===== config.mk =====
export PLATFORM = sky130hd
export DESIGN_NAME = kvs_seq
export DESIGN_NICKNAME = d
export VERILOG_FILES = /design/src/hw/rtl/kvs_pkg.sv /design/src/hw/rtl/kvs_seq.sv
export VERILOG_INCLUDE_DIRS = /design/src /design/src/hw/rtl
export SDC_FILE = /design/constraint.sdc
export NUM_CORES = 1
export LEC_CHECK = 0
export BUFFER_PORTS_ARGS = -buffer_cell sky130_fd_sc_hd__buf_2
export CAP_MARGIN = 30
export CORE_AREA = 10 10 180 182
export DETAILED_ROUTE_END_ITERATION = 10
export DIE_AREA = 0 0 190 192
export PLACE_DENSITY = 0.62
export SLEW_MARGIN = 25
export SYNTH_ARGS = -nofsm -noshare
export SYNTH_HDL_FRONTEND = slang
export SYNTH_SLANG_ARGS = --single-unit

===== constraint.sdc =====
create_clock -name clk -period 22 [get_ports clk]
set_clock_uncertainty 0.1 [all_clocks]
set_input_delay 3.3 -clock clk [delete_from_list [all_inputs] [get_ports clk]]
set_output_delay 3.3 -clock clk [all_outputs]
set_load 0.02 [all_outputs]

===== src/hw/rtl/key_value_store_defines.svh =====
// ----------------------------------------------------------------------------
// key_value_store_defines
// Assertion macros shared by the key/value store modules.
// ----------------------------------------------------------------------------
`ifndef KEY_VALUE_STORE_DEFINES_SVH
`define KEY_VALUE_STORE_DEFINES_SVH

// condition holds in the same cycle as the trigger
`define KVS_ASSERT_NOW(lbl, ante, cons, msg) \
  lbl: assert property (@(posedge clk) disable iff (rst) (ante) |-> (cons)) \
    else $error(msg);

// condition holds in the cycle after the trigger
`define KVS_ASSERT_NEXT(lbl, ante, cons, msg) \
  lbl: assert property (@(posedge clk) disable iff (rst) (ante) |=> (cons)) \
    else $error(msg);

`endif


===== src/hw/rtl/kvs_pkg.sv =====
// ----------------------------------------------------------------------------
// kvs_pkg
// Types and constants of the key/value store: request and response payloads,
// the token passed along the cell chain and the broadcast request bus.
// ----------------------------------------------------------------------------
package kvs_pkg;

  localparam int ENTRIES = 64;
  localparam int IDX_W   = (ENTRIES > 1) ? $clog2(ENTRIES) : 1;
  localparam int KEY_W   = 64;
  localparam int VAL_W   = 64;

  localparam logic [1:0] KIND_PUT    = 2'd0;
  localparam logic [1:0] KIND_GET    = 2'd1;
  localparam logic [1:0] KIND_EXISTS = 2'd2;
  localparam logic [1:0] KIND_DELETE = 2'd3;

  localparam logic [1:0] ST_OK     = 2'd0;
  localparam logic [1:0] ST_ABSENT = 2'd1;
  localparam logic [1:0] ST_FULL   = 2'd2;

  typedef struct packed {
    logic [1:0]              kind;
    logic [KEY_W-1:0]        key;
    logic signed [VAL_W-1:0] value;
  } req_t;

  typedef struct packed {
    logic [1:0]              status;
    logic signed [VAL_W-1:0] read_value;
  } rsp_t;

  // search token, one hop per cycle
  typedef struct packed {
    logic                    active;
    logic                    hit;
    logic                    free_found;
    logic [IDX_W-1:0]        free_idx;
    logic signed [VAL_W-1:0] rd;
  } chain_t;

  // request held by the sequencer and seen by every cell
  typedef struct packed {
    logic [1:0]              kind;
    logic [KEY_W-1:0]        key;
    logic signed [VAL_W-1:0] value;
    logic                    ins;
    logic [IDX_W-1:0]        ins_idx;
  } bus_t;

endpackage


===== src/hw/rtl/kvs_seq.sv =====
// ----------------------------------------------------------------------------
// kvs_seq
// Request sequencer: takes one request, launches the search token, decides the
// outcome from the token at the chain tail and holds the response register.
// ----------------------------------------------------------------------------
`include "key_value_store_defines.svh"

module kvs_seq import kvs_pkg::*; (
  input  logic   clk,
  input  logic   rst,
  input  logic   req_valid,
  output logic   req_stall,
  input  req_t   req,
  output logic   rsp_valid,
  input  logic   rsp_stall,
  output rsp_t   rsp,
  output chain_t head,
  input  chain_t tail,
  output bus_t   bus
);

  typedef enum logic [1:0] {S_IDLE, S_RUN, S_FIN} state_t;

  state_t state;
  logic   head_active;
  chain_t res;
  rsp_t   rsp_next;
  logic   ins_next;
  logic   retire;

  assign req_stall = (state != S_IDLE);

  // response register free, or emptied by a transfer this cycle
  assign retire = (state == S_FIN) && (!rsp_valid || !rsp_stall);

  always_comb begin
    head        = '0;
    head.active = head_active;
  end

  always_comb begin
    rsp_next.status     = ST_OK;
    rsp_next.read_value = '0;
    ins_next            = 1'b0;
    case (bus.kind)
      KIND_PUT: begin
        if (!res.hit) begin
          if (res.free_found) begin
            ins_next = 1'b1;
          end else begin
            rsp_next.status = ST_FULL;
          end
        end
      end
      KIND_GET: begin
        if (res.hit) begin
          rsp_next.read_value = res.rd;
        end else begin
          rsp_next.status = ST_ABSENT;
        end
      end
      KIND_EXISTS, KIND_DELETE: begin
        if (!res.hit) begin
          rsp_next.status = ST_ABSENT;
        end
      end
      default: begin
        rsp_next.status = ST_OK;
      end
    endcase
  end

  always_ff @(posedge clk) begin
    if (rst) begin
      state       <= S_IDLE;
      head_active <= 1'b0;
      bus.ins     <= 1'b0;
      rsp_valid   <= 1'b0;
    end else begin
      head_active <= (state == S_IDLE) && req_valid;
      bus.ins     <= retire && ins_next;
      if (retire) begin
        rsp_valid <= 1'b1;
      end else if (!rsp_stall) begin
        rsp_valid <= 1'b0;
      end
      case (state)
        S_IDLE: begin
          if (req_valid) begin
            bus.kind  <= req.kind;
            bus.key   <= req.key;
            bus.value <= req.value;
            state     <= S_RUN;
          end
        end
        S_RUN: begin
          if (tail.active) begin
            res   <= tail;
            state <= S_FIN;
          end
        end
        S_FIN: begin
          if (retire) begin
            rsp         <= rsp_next;
            bus.ins_idx <= res.free_idx;
            state       <= S_IDLE;
          end
        end
        default: begin
          state <= S_IDLE;
        end
      endcase
    end
  end

  `KVS_ASSERT_NOW(a_tail_in_run, tail.active, state == S_RUN, "token out of turn")
  `KVS_ASSERT_NOW(a_ins_idle, bus.ins, state == S_IDLE, "insert during a search")
  `KVS_ASSERT_NEXT(a_launch, req_valid && !req_stall, state == S_RUN && head_active, "no launch")

endmodule


==> run summary <==
First-pass GRT wire length = 37.20 mm
Ranking of synthesized cells by area = edfxtp_1, buf_4, and2_1
Fraction of layout cells with a size suffix above 1 = 51.11%
Clock sink count = 279
Cell taking the most area after synthesis = edfxtp_1
Pint = 913.9 uW
Final Max Slew Viols = 0
Slew margin rel. = 39.21%
Total CTS buffers = 30
Switching Fraction = 21.49%
M1 GR Usage = 13.67%
Initial antenna violation count = 10
Endpoint type of the worst setup path = flop
Final #Nets = 1090
Worst endpoint required time = 22.06 ns
RSZ-0062 raised after global routing = no
Max Cap Violations = 0
Vias/cell = 4.004
Syn avg cell area = 21.24 um2
Met3 usage = 9.376%
IO Port Bufs = 412
Die width = 190 um
GR peak layer = met2
# H-tree levels = 1
Worst setup SP type = input pin
Sequential area share after synthesis = 87.91%
Synth cell types = 22
Pwr dens = 91.66 nW/um2
Grt ovf = 0
Final wirelength = 26.76 mm
Vias = 5169
Post-Layout Cell Count = 1291
Top cell type's share of synthesized area = 86.86%
Gate power share = 6.1%
Status = finished, final reports clean
Slew @ Worst Pin = 0.9119 ns
Max Clock Freq = 192.6 MHz
Post-route DRC = 0
Layout area overhead = 34.08%
Core footprint = 28630 um2
Row Count = 62
Seq pwr share = 52.1%
Worst path max stage delay = 0.79 ns
Post-synthesis cell count = 446
Io pins = 485
Clock Tree Root = clkbuf_16
Critical-path maximum fanout = 69
Sw power = 250.2 uW
Worst-path clk slew = 0.06 ns
Synth Register Bits = 279
Global Route met2 Usage = 22.76%
Hold buffer count at cts = 0
Drt wl/cell = 20.72 um
Gpl congestion = 0.7619
Crit-path cells = buf_2, nor4b_2, buf_4, buf_4
Endpoints failing setup = 0
Post_cts resized = 0
CTS max path bufs = 3
Ys Warns = 0
Leading cell type in the layout, fill and taps excluded = buf_2
Commonest cells after routing, fill and taps aside = buf_2, edfxtp_1, conb_1
Final setup TNS = 0 ns
Initial core utilization = 33.09%
Iter 0 DRT Violations = 240
Post-DP HPWL = 20.90 mm
Worst VDD drop = 0.00006156 V
CTS tree = yes
Tcrit/Tclk final = 23.60%
Hold Path Class = flop to flop
DR pass1 iterations = 4
Leak = 0.005138 uW
Post-Syn Area = 9473 um2
Setup Buffers After CTS = 0
Clock period minus final worst setup slack = 5.192 ns
Die Ht = 192 um
Largest net degree at the start of global routing = 73
GRT Overall Usage = 13.63%
Worst path slowest cell = buf_4
Arr. time, crit path = 5.26 ns
Clk pwr share = 41.9%
Fin. Hold Viols = 0
Number of global-route vias before repair = 5500
Most common cell on crit path = buf_4
CP Class = input pin to flop
Antenna viol nets, final = 0
Cell total after placement = 1235
Die area = 36480 um2
Worst-skew pair later-pin latency = 0.55 ns
## worst max-delay path: cells and delay by family
family	cells	cell delay [ns]
buffers and inverters	3	1.64
AND/OR/NAND/NOR	1	0.22
## per-stage QoR
stage / power (uW) / utilization (%) / cell area (um2) / setup WS (ns) / hold slack (ns)
final: 1164 / 44.37 / 12700 / 16.81 / 0.3208
after CTS: 1182 / 44.34 / 12690 / 16.81 / 0.3207
after detailed placement: 688.4 / 41.00 / 11740 / 16.23 / 0.3066
after floorplan: 667.8 / - / 9739 / 4.128 / 0.3003
after global placement: 687.4 / 41.00 / 11740 / 16.26 / 0.3013
after global routing: 1210 / 44.34 / 12690 / 16.59 / 0.3409
## synthesized netlist by cell type
library cell	instances
edfxtp_1	274
buf_4	73
and2_1	64
buf_2	8
dfxtp_1	5
nor2_1	3
a21oi_1	2
nand2_1	2
nor4b_1	2
a2111oi_0	1
and3b_1	1
clkbuf_1	1
conb_1	1
nand2b_1	1
nand3b_1	1
nand4b_1	1
nor3_1	1
nor3b_1	1
nor4_1	1
nor4b_4	1
or2_1	1
or4b_4	1
## metal layers
metal / vias up / wire [um]
met3: 50 / 4635
met2: 333 / 13080
met4: 10 / 435
li1: 2387 / -
met5: - / 75
met1: 2389 / 8528
## worst paths after layout
check,slack [ns],from,to,cells after the start
setup reg to reg,19.29,state[1],bus[104],3
hold / removal,0.32,res[65],bus[1],0
setup / recovery,16.81,rst,bus[104],4
hold reg to reg,0.32,res[65],bus[1],0
## registers in the layout, indices dropped and copies added, names as in the netlist
signal	count
rsp_valid	1
bus	137
state	2
rsp	66
res	72
head_active	1
## power by group through the flow
stage | clock [uW] | sequential (uW) | combinational, uW
global route | 526 | 607 | 76.8
CTS | 505 | 606 | 71.5
detailed placement | 0 | 617 | 71.4
floorplan | 0 | 638 | 30.1
finish | 487 | 606 | 70.8
global placement | 0 | 617 | 70.9
## cell type report
type                    instances  area, um2
fillers                      2604      15920
flip-flops and latches        279       8328
repair buffers                416       2092
multi-input cells             156      837.1
clock buffers                  37      798.3
well taps                     384      480.5
clock inverters                16      157.7
diodes                          3      7.507
## cell families after synthesis
logic type | after synthesis | share of synthesized area (%)
AOI/OAI and AO/OA | 3 | 0.1981
other | 1 | 0.03959
buffers and inverters | 82 | 6.248
DFF | 279 | 87.91
and+or+nand+nor | 81 | 5.600
No activity file was read; power rests on OpenSTA's default activity.
