## src/hw/rtl/key_value_store_defines.svh

```systemverilog
// ----------------------------------------------------------------------------
// key_value_store_defines
// Assertion macros shared by the key/value store modules.
// ----------------------------------------------------------------------------
`ifndef KEY_VALUE_STORE_DEFINES_SVH
`define KEY_VALUE_STORE_DEFINES_SVH

// condition holds in the same cycle as the trigger
`define KVS_ASSERT_NOW(lbl, ante, cons, msg) \
  lbl: assert property (@(posedge clk) disable iff (rst) (ante) |-> (cons)) \
    else $error(msg);

// condition holds in the cycle after the trigger
`define KVS_ASSERT_NEXT(lbl, ante, cons, msg) \
  lbl: assert property (@(posedge clk) disable iff (rst) (ante) |=> (cons)) \
    else $error(msg);

`endif

```

## src/hw/rtl/kvs_pkg.sv

```systemverilog
// ----------------------------------------------------------------------------
// kvs_pkg
// Types and constants of the key/value store: request and response payloads,
// the token passed along the cell chain and the broadcast request bus.
// ----------------------------------------------------------------------------
package kvs_pkg;

  localparam int ENTRIES = 64;
  localparam int IDX_W   = (ENTRIES > 1) ? $clog2(ENTRIES) : 1;
  localparam int KEY_W   = 64;
  localparam int VAL_W   = 64;

  localparam logic [1:0] KIND_PUT    = 2'd0;
  localparam logic [1:0] KIND_GET    = 2'd1;
  localparam logic [1:0] KIND_EXISTS = 2'd2;
  localparam logic [1:0] KIND_DELETE = 2'd3;

  localparam logic [1:0] ST_OK     = 2'd0;
  localparam logic [1:0] ST_ABSENT = 2'd1;
  localparam logic [1:0] ST_FULL   = 2'd2;

  typedef struct packed {
    logic [1:0]              kind;
    logic [KEY_W-1:0]        key;
    logic signed [VAL_W-1:0] value;
  } req_t;

  typedef struct packed {
    logic [1:0]              status;
    logic signed [VAL_W-1:0] read_value;
  } rsp_t;

  // search token, one hop per cycle
  typedef struct packed {
    logic                    active;
    logic                    hit;
    logic                    free_found;
    logic [IDX_W-1:0]        free_idx;
    logic signed [VAL_W-1:0] rd;
  } chain_t;

  // request held by the sequencer and seen by every cell
  typedef struct packed {
    logic [1:0]              kind;
    logic [KEY_W-1:0]        key;
    logic signed [VAL_W-1:0] value;
    logic                    ins;
    logic [IDX_W-1:0]        ins_idx;
  } bus_t;

endpackage

```

## src/hw/rtl/kvs_cell.sv

```systemverilog
// ----------------------------------------------------------------------------
// kvs_cell
// One slot of the store: key, value and used flag, plus one stage of the
// search chain that gathers hit, read value and lowest free slot.
// ----------------------------------------------------------------------------
`include "key_value_store_defines.svh"

module kvs_cell import kvs_pkg::*; (
  input  logic             clk,
  input  logic             rst,
  input  logic [IDX_W-1:0] slot,
  input  bus_t             bus,
  input  chain_t           prev,
  output chain_t           next
);

  logic                    used;
  logic [KEY_W-1:0]        key;
  logic signed [VAL_W-1:0] value;

  logic match;
  logic insert;
  logic drop;

  assign match  = used && (key == bus.key);
  assign insert = bus.ins && (bus.ins_idx == slot);
  assign drop   = prev.active && match && (bus.kind == KIND_DELETE);

  always_ff @(posedge clk) begin
    next.hit        <= prev.hit | match;
    next.rd         <= match ? value : prev.rd;
    next.free_found <= prev.free_found | ~used;
    next.free_idx   <= (!prev.free_found && !used) ? slot : prev.free_idx;
    if (insert) begin
      key   <= bus.key;
      value <= bus.value;
    end else if (prev.active && match && bus.kind == KIND_PUT) begin
      value <= bus.value;
    end
    if (rst) begin
      used        <= 1'b0;
      next.active <= 1'b0;
    end else begin
      next.active <= prev.active;
      if (insert) begin
        used <= 1'b1;
      end else if (drop) begin
        used <= 1'b0;
      end
    end
  end

  // a key lives in one slot only
  `KVS_ASSERT_NOW(a_key_unique, prev.active && prev.hit, !match, "key held twice")
  `KVS_ASSERT_NOW(a_insert_free, insert, !used, "insert into a used slot")
  `KVS_ASSERT_NEXT(a_delete_frees, drop, !used, "delete left slot used")

endmodule

```

## config.mk

```make
export PLATFORM = sky130hd
export DESIGN_NAME = kvs_cell
export DESIGN_NICKNAME = d
export VERILOG_FILES = /design/src/hw/rtl/kvs_pkg.sv /design/src/hw/rtl/kvs_cell.sv
export VERILOG_INCLUDE_DIRS = /design/src /design/src/hw/rtl
export SDC_FILE = /design/constraint.sdc
export NUM_CORES = 1
export LEC_CHECK = 0
export ABC_CLOCK_PERIOD_IN_PS = 14200
export BUFFER_PORTS_ARGS = -buffer_cell sky130_fd_sc_hd__buf_2
export CAP_MARGIN = 20
export CORE_AREA = 10 10 147 122
export DETAILED_ROUTE_END_ITERATION = 7
export DIE_AREA = 0 0 157 132
export GPL_TIMING_DRIVEN = 0
export PLACE_DENSITY_LB_ADDON = 0.1
export SYNTH_ARGS = -nofsm -noshare
export SYNTH_HDL_FRONTEND = slang
export SYNTH_SLANG_ARGS = --single-unit
```

## constraint.sdc

```tcl
create_clock -name clk -period 14.2 [get_ports clk]
set_input_delay 2.13 -clock clk [delete_from_list [all_inputs] [get_ports clk]]
set_output_delay 2.13 -clock clk [all_outputs]
set_load 0.01 [all_outputs]
```

==> results.txt <==
The run finished with clean final reports. Counting the buffers created by CTS gives 21. The static power due to leakage is 0.003970 uW.

Counting every net in the synthesized netlist gives 620. The total count of max-transition violations in the final report is 0. The detailed-route vias per instance came out at 4.809.

Compared with the post-synthesis result, the final layout area differs by 35.68%. The post-route total power came out at 1283 uW. The vertical die dimension is 132 um.

The clock latency reported for the late side of the worst-skew pair is 490 ps. Prior to clock tree synthesis, the placed netlist has a worst setup slack of ~9400 ps. The top cell types in the final layout, fill and taps aside, are 290 x sky130_fd_sc_hd__buf_2, 128 x sky130_fd_sc_hd__edfxtp_1, 74 x sky130_fd_sc_hd__dfxtp_1. For this run, the number of Yosys warnings is 0. The average size of a mapped cell came out at approximately 18 um2. The starting DRC count in detailed routing is 168.

STA classifies the critical path endpoint as a register. The worst setup path category is in -> reg. The max capacitance violation total is 0. In this run, placement finished with an instance count of between 800 and 900. The wire length of the first global-routing pass is 28,060 um. Entering global routing, the biggest net connects 65 pins. The number of H-tree levels came out at 1. TritonCTS built the clock tree. The congestion estimate from routability-driven global placement came to 0.8163.

Along the worst path, the maximum fanout reaches 64. For this design the top-level I/O count stands at 291. The overall routed net length came out at 18,420 um. The number of cell rows is 40. The number of search-and-repair iterations in the first detailed-routing pass came out at 4. Counting flops and latches in the post-synthesis netlist gives between 200 and 250. The clock period minus worst slack came out at around 4300 ps. The floorplan step defined a die boundary enclosing 20,720 um2. The quantity of I/O buffers inserted on ports came out at 290.

The total congestion overflow came out at 0. Setup violations remaining at the end of the flow were counted as 0. The fill cell instance count of the final layout is 1,142.

The initial antenna violation count came out at 6. No sink is reached through more buffers than the 3 on the longest clock path. After layout, the worst setup slack is approximately 10000 ps. The total number of vias is 4,482. The final count of hold timing violations came to 0. The sequential cell area fraction in the yosys report is 75.29%.

The fmax came out at between 200 and 250 MHz. Power spread over the standard cell area amounts to around 130 nW/um2. In this run the tightest slew margin relative to its limit is between 40% and 50%.

The floorplan core area came out at about 15,000 um2. The total negative slack is 0 ps. Summed over all nets, the half-perimeter wirelength after detailed placement is 14,610 um. The count of antenna-violating nets left after detailed routing came out at 0. The share of post-route cells with drive strength above 1 came out at between 50% and 60%. The arrival time reported for the critical path endpoint is 4400 ps.

The highest ir drop seen on vdd is 0.1005 mV. The post-route clock period utilization is 29.96%. The total clock sinks came out at just over 200. The final worst hold slack came out at 428.8 ps. The library cell used as clock root buffer is sky130_fd_sc_hd__clkbuf_16. In this run, post-CTS repair resized a total of 0 instances. The via count of the first global-routing pass came out at 5,157. STA classifies the critical path startpoint as an input port. The overall track demand over capacity in global routing came out at 17.32%. The mapped netlist covers just over 7000 um2. The endpoint required time on the critical path is approximately 14,000 ps. The number of hold-repair buffers added at the cts stage came out at 0. The post-CTS setup repair buffer count came out at 0. Setup repair after global routing left no endpoint under its margin. After detailed routing, the average wire length per cell comes to roughly 20 um. The library cell used most frequently in the layout, excluding fill and tap cells, is sky130_fd_sc_hd__buf_2.

For the pin with the worst max-slew slack, the measured transition is about 830 ps. For this run, the post-layout net count is 942. For this run, design rule violations remaining after detail routing come to 0. The clock-pin slew of the registers on the worst-case setup and hold paths is ~60 ps. The starting density of the core is a little under half. The worst hold path belongs to the class reg -> reg. Yosys mapped the design onto 33 distinct sky130hd cell types. The die is ~160 um wide. The number of standard cells after synthesis is 402.

The finished layout holds 932 standard cells, fillers aside. The final worst clock skew came out at about 14 ps.
==> critical path: stages <==
cell and delay (ps):
sky130_fd_sc_hd__buf_2 120, sky130_fd_sc_hd__a22oi_1 210, sky130_fd_sc_hd__o221ai_1 160, sky130_fd_sc_hd__or4b_4 580, sky130_fd_sc_hd__nor3_4 290, sky130_fd_sc_hd__buf_6 210
sky130_fd_sc_hd__buf_6 170, sky130_fd_sc_hd__a31o_4 180, sky130_fd_sc_hd__buf_16 280
==> state kept, by name, indices dropped and copies added (netlist names) <==
register,flops
used,1
value,64
next,73
key,64
==> cells by family (layout without fill, tap and decap cells) <==
family / after synthesis / in the layout / share of synthesized area (%)
AOI/OAI and AO/OA: 20 / 20 / 2.229
muxes: 70 / 70 / 11.14
other: 0 / 4 / 0
xor gates and xnor gates: 52 / 52 / 6.439
buffers and inverters: 25 / 362 / 1.910
DFF: 202 / 202 / 75.29
and+or+nand+nor: 33 / 33 / 2.990
==> stage by stage <==
step                      util (%)  cell area, um2
after floorplan                  -            7073
after global placement       58.94            8761
after detailed placement     59.65            8867
after CTS                    64.49            9587
after global routing         64.53            9592
final                        64.56            9597
==> final timing paths <==
check | from | endpoint | slack, ps | cells after the start
hold / removal | used | next[70] | 430 | 1
setup reg to reg | key[41] | value[42] | 11340 | 8
hold reg to reg | used | next[70] | 430 | 1
setup / recovery | bus[94] | value[42] | 9950 | 9
==> report_power, final <==
group	internal, uW	total, uW	switching [uW]
clock network	346	560	215
registers	640	644	4.08
logic	44.1	78.6	34.5
==> per-layer routing <==
| layer | vias up | GRT usage (%) | share of wire [%] | wire (um) |
|---|---|---|---|---|
| met5 | - | 0 | 0.21 | 38 |
| met4 | 4 | 4.817 | 2.0 | 363 |
| met3 | 29 | 9.459 | 12 | 2293 |
| met2 | 188 | 30.67 | 52 | 9587 |
| met1 | 2115 | 16.94 | 33 | 6140 |
| li1 | 2146 | - | - | - |
==> final cells by class <==
type / instances / area (um2) / share of cell area, %
antenna: 4 / 10.01 / 0.1043
buffer: 7 / 67.56 / 0.7040
clock buffer: 26 / 584.3 / 6.089
clock inverter: 12 / 135.1 / 1.408
inverter: 18 / 67.56 / 0.7040
multi-input combinational: 175 / 1628 / 16.96
sequential: 202 / 5325 / 55.49
tap: 189 / 236.5 / 2.464
timing repair buffer: 299 / 1543 / 16.08
==> cell usage after synthesis (all sizes together) <==
cell | number | area (um2)
edfxtp | 128 | 3844
dfxtp | 74 | 1481
mux2 | 70 | 788.3
xnor2 | 40 | 350.3
inv | 18 | 67.56
nand4 | 12 | 75.07
xor2 | 12 | 105.1
buf | 7 | 67.56
nor4 | 6 | 37.54
o22ai | 5 | 31.28
nor2b | 4 | 25.02
nor2 | 3 | 11.26
nor3 | 3 | 26.28
a22o | 2 | 17.52
a2bb2oi | 2 | 17.52
o221ai | 2 | 17.52
a2111o | 1 | 11.26
a221oi | 1 | 8.760
a222oi | 1 | 10.01
a22oi | 1 | 7.510
a31o | 1 | 8.760
a31oi | 1 | 6.260
and3 | 1 | 6.260
nand2 | 1 | 3.750
nand2b | 1 | 6.260
o21ai | 1 | 5.000
o21bai | 1 | 7.510
o2bb2ai | 1 | 8.760
or2 | 1 | 6.260
or4b | 1 | 13.76
No activity file was read; power rests on OpenSTA's default activity.
